--- src/rtl/core/mandelbrot_escape_count_macros.svh ---
// Assertion macros shared by the escape-count RTL.
`ifndef MANDELBROT_ESCAPE_COUNT_MACROS_SVH
`define MANDELBROT_ESCAPE_COUNT_MACROS_SVH

// Same-cycle implication, sampled on clock, off during reset.
`define MEC_ASSERT_NOW(label, ante, cons, msg) \
   label: assert property (@(posedge clock) disable iff (reset) (ante) |-> (cons)) \
      else $error(msg);

// Next-cycle implication, sampled on clock, off during reset.
`define MEC_ASSERT_NEXT(label, ante, cons, msg) \
   label: assert property (@(posedge clock) disable iff (reset) (ante) |=> (cons)) \
      else $error(msg);

`endif

--- src/rtl/core/mec_pkg.sv ---
// Shared constants, types and helpers for the escape-count block.
package mec_pkg;

   localparam int Q_W        = 32;
   localparam int FRAC_BITS  = 27;
   localparam int PROD_W     = 2 * Q_W;
   localparam int SUM_W      = Q_W + 6;
   localparam int COUNT_W    = 9;
   localparam int MAX_LIMIT  = 256;
   localparam int LIMIT_RESET = 256;

   localparam logic [PROD_W-1:0] ESCAPE_SQ_THRESHOLD = PROD_W'(4) << (2 * FRAC_BITS);
   localparam logic [COUNT_W-1:0] MAX_LIMIT_CNT = COUNT_W'(MAX_LIMIT);

   localparam int CSR_ADDR_W = 3;
   localparam int CSR_DATA_W = 32;
   localparam logic REG_ITERATION_LIMIT = 1'b0;

   localparam int REQ_DATA_W = 64;
   localparam int RSP_DATA_W = 16;

   typedef struct packed {
      logic start;
      logic mul;
      logic step;
      logic load_rsp;
   } cmd_type;

   typedef struct packed {
      logic limit_zero;
      logic escape;
      logic last;
   } status_type;

   // Clamp a widened sum back to the signed Q5.27 range.
   function automatic logic signed [Q_W-1:0] sat_q(input logic signed [SUM_W-1:0] v);
      logic signed [Q_W-1:0] r;
      if (v[SUM_W-1:Q_W-1] == {(SUM_W-Q_W+1){v[SUM_W-1]}}) begin
         r = v[Q_W-1:0];
      end else if (v[SUM_W-1]) begin
         r = {1'b1, {(Q_W-1){1'b0}}};
      end else begin
         r = {1'b0, {(Q_W-1){1'b1}}};
      end
      return r;
   endfunction

endpackage

--- src/rtl/core/mec_ctrl.sv ---
// Controller: sequences start, multiply, check/update and result hand-off.
`include "mandelbrot_escape_count_macros.svh"

module mec_ctrl (
   input  logic                clock,
   input  logic                reset,
   input  logic                req_tvalid,
   output logic                req_tready,
   output logic                rsp_tvalid,
   input  logic                rsp_tready,
   output mec_pkg::cmd_type    cmd,
   input  mec_pkg::status_type status
);

   typedef enum logic [3:0] {
      ST_IDLE = 4'b0001,
      ST_MUL  = 4'b0010,
      ST_CHK  = 4'b0100,
      ST_HOLD = 4'b1000
   } state_type;

   state_type state_ff, state_in;
   logic      rsp_valid_ff, rsp_valid_in;
   logic      slot_free;

   assign slot_free  = !rsp_valid_ff || rsp_tready;
   assign req_tready = (state_ff == ST_IDLE);

   always_comb begin
      state_in     = state_ff;
      cmd          = '0;
      rsp_valid_in = rsp_valid_ff && !rsp_tready;
      unique case (state_ff)
         ST_IDLE: begin
            if (req_tvalid) begin
               cmd.start = 1'b1;
               state_in  = status.limit_zero ? ST_HOLD : ST_MUL;
            end
         end
         ST_MUL: begin
            cmd.mul  = 1'b1;
            state_in = ST_CHK;
         end
         ST_CHK: begin
            cmd.step = !status.escape;
            state_in = (status.escape || status.last) ? ST_HOLD : ST_MUL;
         end
         ST_HOLD: begin
            // wait until the output register is free, then load the count
            if (slot_free) begin
               cmd.load_rsp = 1'b1;
               rsp_valid_in = 1'b1;
               state_in     = ST_IDLE;
            end
         end
         default: state_in = ST_IDLE;
      endcase
   end

   always_ff @(posedge clock) begin
      if (reset) begin
         state_ff     <= ST_IDLE;
         rsp_valid_ff <= 1'b0;
      end else begin
         state_ff     <= state_in;
         rsp_valid_ff <= rsp_valid_in;
      end
   end

   assign rsp_tvalid = rsp_valid_ff;

   `MEC_ASSERT_NEXT(a_busy_after_accept, req_tvalid && req_tready, !req_tready,
                    "new transfer taken while busy")
   `MEC_ASSERT_NOW(a_load_into_free_slot, cmd.load_rsp, !rsp_valid_ff || rsp_tready,
                   "result overwritten before transfer")
   `MEC_ASSERT_NOW(a_check_follows_mul, state_ff == ST_CHK, $past(state_ff) == ST_MUL,
                   "check without fresh products")

endmodule

--- config.mk ---
export PLATFORM = sky130hd
export DESIGN_NAME = mec_ctrl
export DESIGN_NICKNAME = d
export VERILOG_FILES = /design/src/rtl/core/mec_pkg.sv /design/src/rtl/core/mec_ctrl.sv
export VERILOG_INCLUDE_DIRS = /design/src /design/src/rtl/core
export SDC_FILE = /design/constraint.sdc
export NUM_CORES = 1
export LEC_CHECK = 0
export CAP_MARGIN = 10
export CORE_AREA = 4 4 41 43
export CTS_BUF_LIST = sky130_fd_sc_hd__clkbuf_4 sky130_fd_sc_hd__clkbuf_8
export DETAILED_ROUTE_END_ITERATION = 12
export DIE_AREA = 0 0 45 47
export DONT_BUFFER_PORTS = 1
export PLACE_DENSITY = 0.4
export RECOVER_POWER = 25
export SLEW_MARGIN = 20
export SYNTH_ARGS = -nofsm -noshare
export SYNTH_HDL_FRONTEND = slang
export SYNTH_SLANG_ARGS = --single-unit
--- constraint.sdc ---
create_clock -name clock -period 2.03 [get_ports clock]
set_input_delay 0.406 -clock clock [delete_from_list [all_inputs] [get_ports clock]]
set_output_delay 0.406 -clock clock [all_outputs]
set_load 0.005 [all_outputs]
==> Word level (Yosys, flattened, before mapping) <==
Cells that the tools add are included.
{ "word_totals": {"out_inout_bits": 6, "in_bits": 7, "latch_bits": 0, "rom_bits": 0, "reg_bits": 5, "mem_bits_rw": 0, "n_memories": 0, "wordCells": 28} }
{ "classes": {"n_shift": 0, "magnitude_cmp": 0, "addsub": 0, "n_eq_ne": 6, "div_mod_pow": 0, "mul": 0, "muxes": 13, "reduce_logical": 7, "n_bitwise": 0} }
{ "ops": {"columns": ["cell", "n"], "rows": [
  ["two-way mux 4 bit", 4],
  ["one-hot mux 4 bit (4 select lines)", 1],
  ["two-way mux 1 bit", 8],
  ["equality test 4 x 1 -> 1 bit, second input constant", 1],
  ["equality test 4 x 2 -> 1 bit, second input constant", 1],
  ["equality test 4 x 3 -> 1 bit, second input constant", 1],
  ["equality test 4 bit, second input constant", 1],
  ["!= test 2 bit, second input constant", 2],
  ["zero test 1 bit", 3],
  ["logical OR 1 bit", 2],
  ["AND reduction 2 bit", 1],
  ["logical AND 1 bit", 1]
]} }

==> Logic depth before layout (Yosys ltp) <==
{ "depth": {"ltp_word": 4, "mapped_depth": 4, "mapped_depth_nobuf": 4} }

==> Worst setup path before layout <==
No wires, ideal clock.
{ "synth_path": {"kind": "reg2out", "startpoint": "register state_ff[2]", "endpoint": "output cmd[0] in the netlist's numbering", "t_arrival_ns": 1.019, "slack_ns": 0.605, "path_buffers": 0, "stages_incl_launch_ff": 3, "required_ns": 1.624, "cell_sequence": "dfxtp_1 or4_1 nor2b_1"} }
{ "synth_rtl": {"columns": ["element", "line", "source"], "rows": [
  ["start, declared", "mec_ctrl.sv:22", "state_type state_ff, state_in;"],
  ["start signal, assigned", "mec_ctrl.sv:65", "state_ff <= state_in;"],
  ["end, declared", "mec_ctrl.sv:11", "output mec_pkg::cmd_type cmd,"]
]} }

==> reports/summary.json <==
{
  "run_status": {
    "outcome": "complete, no violations"
  },
  "detailed_routing": {
    "routed_length_per_placed_instance_um": 12.1,
    "drc": 0,
    "num_vias": 228,
    "ant_nets": 0,
    "first_pass_iters": 2,
    "drt-initial-drc-count": 2,
    "wirelength_um": 592,
    "route.detailed.vias_per_inst": 4.65
  },
  "global_routing": {
    "grt_pass1_vias": 220,
    "grt_overflow": 0,
    "largest_net_degree_at_the_start_of_global_routing": 8,
    "grt_usage_pct": 6.33,
    "grt_first_pass_wirelength_um": 897,
    "initial_antenna_violation_count": 0
  },
  "sta": {
    "totalNegativeSetupSlack_ns": 0,
    "slew_viol_final": 0,
    "fmaxAchievable_mhz": 576,
    "timing_worst_slew_pin_value_ns": 0.510,
    "period_minus_slack_ns": 1.74,
    "clock_tree_skew_after_final_layout_ns": 0.00413,
    "fin_crit_share_pct": 85.5,
    "slew_hr_pct": 65.5,
    "rsz0062_at_grt": "false",
    "hold_vio_cnt_final": 0,
    "setup-violations-final": 0
  },
  "finish": {
    "multi_input_comb_area_um2": 175,
    "final_layout_size_suffix_gt1_share_pct": 23.5,
    "finalNetCount": 42,
    "diodes": 0,
    "flow.area_growth_from_synthesis_pct": 16.4,
    "regArea_um2": 100,
    "number_of_fillers_in_the_final_layout": 149
  },
  "pwr": {
    "power.ir.vdd_worst_mv": 0.250,
    "cell_internal_pwr_mw": 0.187,
    "power.switching_mw": 0.0603,
    "share_of_total_power_in_sequential_cells_pct": 43.6,
    "p_per_area_nw_per_um2": 752,
    "design_power_total_mw": 0.248,
    "p_clk_share_pct": 46.0,
    "comb_power_share_pct": 10.4,
    "swShare_pct": 24.4,
    "static-leakage-power_nw": 0.112
  },
  "synthesis": {
    "top_post_synthesis_cells_by_count": "5 x sky130_fd_sc_hd__dfxtp_1, 3 x sky130_fd_sc_hd__a21oi_1, 3 x sky130_fd_sc_hd__nor2b_1",
    "post_synth_inst_count": 30,
    "cell_type_with_the_highest_aggregate_area_in_the_netlist": "sky130_fd_sc_hd__dfxtp_1",
    "synth-async-reset-ratio_pct": 0,
    "proportion_of_synthesized_chip_area_in_sequential_cells_pct": 35.4,
    "largest_family_of_logic_cells_by_synthesized_area": "simple AND/OR/NAND/NOR gates",
    "synth_simple_gate_area_share_pct": 46.0,
    "yosys.cell_count.top_type": "sky130_fd_sc_hd__dfxtp_1",
    "mappedNetlistArea_um2": 283,
    "synth_xor_area_share_pct": 0,
    "synthDominantCellAreaShare_pct": 35.4,
    "ys_top_cells_by_area": "sky130_fd_sc_hd__dfxtp_1 35%, sky130_fd_sc_hd__nor4b_2 11%, sky130_fd_sc_hd__nor2b_1 6.6%, sky130_fd_sc_hd__a21oi_1 5.3%, sky130_fd_sc_hd__or4b_4 4.9%",
    "yosys_warnings": 0,
    "synth-main-ff-cell": "sky130_fd_sc_hd__dfxtp_1",
    "synth_enable_flop_cells": 0,
    "synthDistinctLibCells": 18,
    "synth.mux.area_fraction_pct": 0,
    "synth.net_count": 37,
    "synth.avg_cell_area_um2": 9.43,
    "post_synthesis_adder_cell_area_fraction_pct": 0,
    "synth_compound_gate_area_share_pct": 15.9,
    "flip_flop_and_latch_count_after_synthesis": 5
  },
  "min_path": {
    "min_path_type": "in2reg",
    "hold_path_end": "state_ff[3]",
    "holdPathStages": 1,
    "hold_path.startpoint": "reset"
  },
  "critical_path": {
    "critPathKind": "reg2out",
    "timing.critical_path.slowest_cell_delay_ns": 0.57,
    "critical_path.endpoint_type": "primary output",
    "critPathMaxFanout": 6,
    "reg2reg_from": "state_ff[2]",
    "timing.reg2reg.worst_path_depth": 3,
    "reg2reg_setup_slack_ns": 0.56,
    "timing.critical_path.required_ns": 1.62,
    "worstPathCellList": "or4_1, nor2b_1",
    "worst_setup_path_start_kind": "flip-flop",
    "timing.critical_path.slowest_stage_cell": "sky130_fd_sc_hd__or4_1",
    "setup.worst_path.start": "state_ff[2]",
    "worstPathArrival_ns": 1.33,
    "r2r-end": "state_ff[1]"
  },
  "floorplanning": {
    "coreArea_um2": 1300,
    "num_rows": 13,
    "num_io_pins": 13,
    "starting_density_of_the_core_pct": 21.7,
    "die-area_um2": 2120,
    "die_y_um": 47,
    "floorplan.die.width_um": 45
  },
  "clock_network": {
    "ctsResizeCount": 0,
    "worst_setup_hold_path_clk_slew_ns": 0.05,
    "cts_tree": "done",
    "cts_max_level": 1,
    "worst_skew_pair.late_latency_ns": 0.24,
    "clk_root_buf": "sky130_fd_sc_hd__clkbuf_4",
    "cts_buffer_depth": 2,
    "post_cts_buffers": 0,
    "cts_made_buffers": 3,
    "tritoncts_num_sinks": 5,
    "cts_hold_buffers": 0
  },
  "job": {
    "max_cap_violations": 0
  },
  "placed_design": {
    "io_buffer_count": 0,
    "place.detailed.hpwl_um": 479,
    "gp_congestion": 0.668
  }
}
power groups by stage:
stage	Combinational [mW]	Clock (mW)	Sequential (mW)
final	0.0257	0.114	0.108
after global routing	0.0284	0.125	0.109
after CTS	0.0261	0.119	0.108
after detailed placement	0.0260	0	0.110
after global placement	0.0264	0	0.110
after floorplan	0.0221	0	0.108
flip-flops by register name, indices dropped and copies added (netlist names):
signal	count
rsp_tvalid	1
state_ff	4
metrics by stage:
step           instances  instance area (um2)  utilization, %  setup WS [ns]  hold slack, ns
3_5_place_dp          45                  302            23.2          0.541           0.478
4_1_cts               49                  329            25.3          0.269           0.215
3_3_place_gp          45                  302            23.2          0.545           0.480
2_1_floorplan         30                  283               -          0.605           0.475
5_1_grt               49                  329            25.3          0.196           0.211
6_report              49                  329            25.3          0.295           0.225
placed cells by master, fill, tap and decap left out:
master	n
sky130_fd_sc_hd__nor4b_1	1
sky130_fd_sc_hd__dfxtp_1	5
sky130_fd_sc_hd__nor3_2	1
sky130_fd_sc_hd__or2_1	1
sky130_fd_sc_hd__nor4b_2	2
sky130_fd_sc_hd__clkbuf_4	3
sky130_fd_sc_hd__o2bb2ai_1	1
sky130_fd_sc_hd__nor2b_1	3
sky130_fd_sc_hd__or4_1	1
sky130_fd_sc_hd__o21ai_0	1
sky130_fd_sc_hd__and3b_1	1
sky130_fd_sc_hd__a21oi_1	3
sky130_fd_sc_hd__nand2b_1	2
sky130_fd_sc_hd__a21o_1	1
sky130_fd_sc_hd__or4b_4	1
sky130_fd_sc_hd__nor2_1	2
sky130_fd_sc_hd__clkinv_2	1
sky130_fd_sc_hd__and2_1	1
sky130_fd_sc_hd__o311ai_1	1
sky130_fd_sc_hd__inv_1	2
final cells by class:
type / instances / share of cell area, %
flip-flops and latches: 5 / 30.4
inverters: 2 / 2.28
clock buffers: 3 / 6.84
well taps: 15 / 5.70
clock inverters: 1 / 1.52
multi-input cells: 23 / 53.2
critical path: cells and delay by family (launching register included):
kind	cells	cell delay, ns
flip-flops	1	0.35
AND/OR/NAND/NOR	2	0.74
worst max path at each step:
stage                     endpoint  cells after the start
after floorplan             cmd[0]                      2
after global placement      cmd[0]                      2
after detailed placement    cmd[0]                      2
after CTS                   cmd[0]                      2
after global routing        cmd[0]                      3
final                       cmd[0]                      2
logic make-up (layout without fill, tap and decap cells):
kind of cell	Yosys count	after routing
AND/OR/NAND/NOR	16	16
AO/OA/AOI/OAI	7	7
flip-flops	5	5
buffers and inverters	2	6
routing by layer:
metal	global-route usage [%]	up-vias	share of wire [%]
met5	0	-	0
met4	7.02	0	0
met3	2.68	0	11
met2	8.47	9	43
met1	7.08	101	46
li1	-	118	-
(Power assumes the default switching activity.)
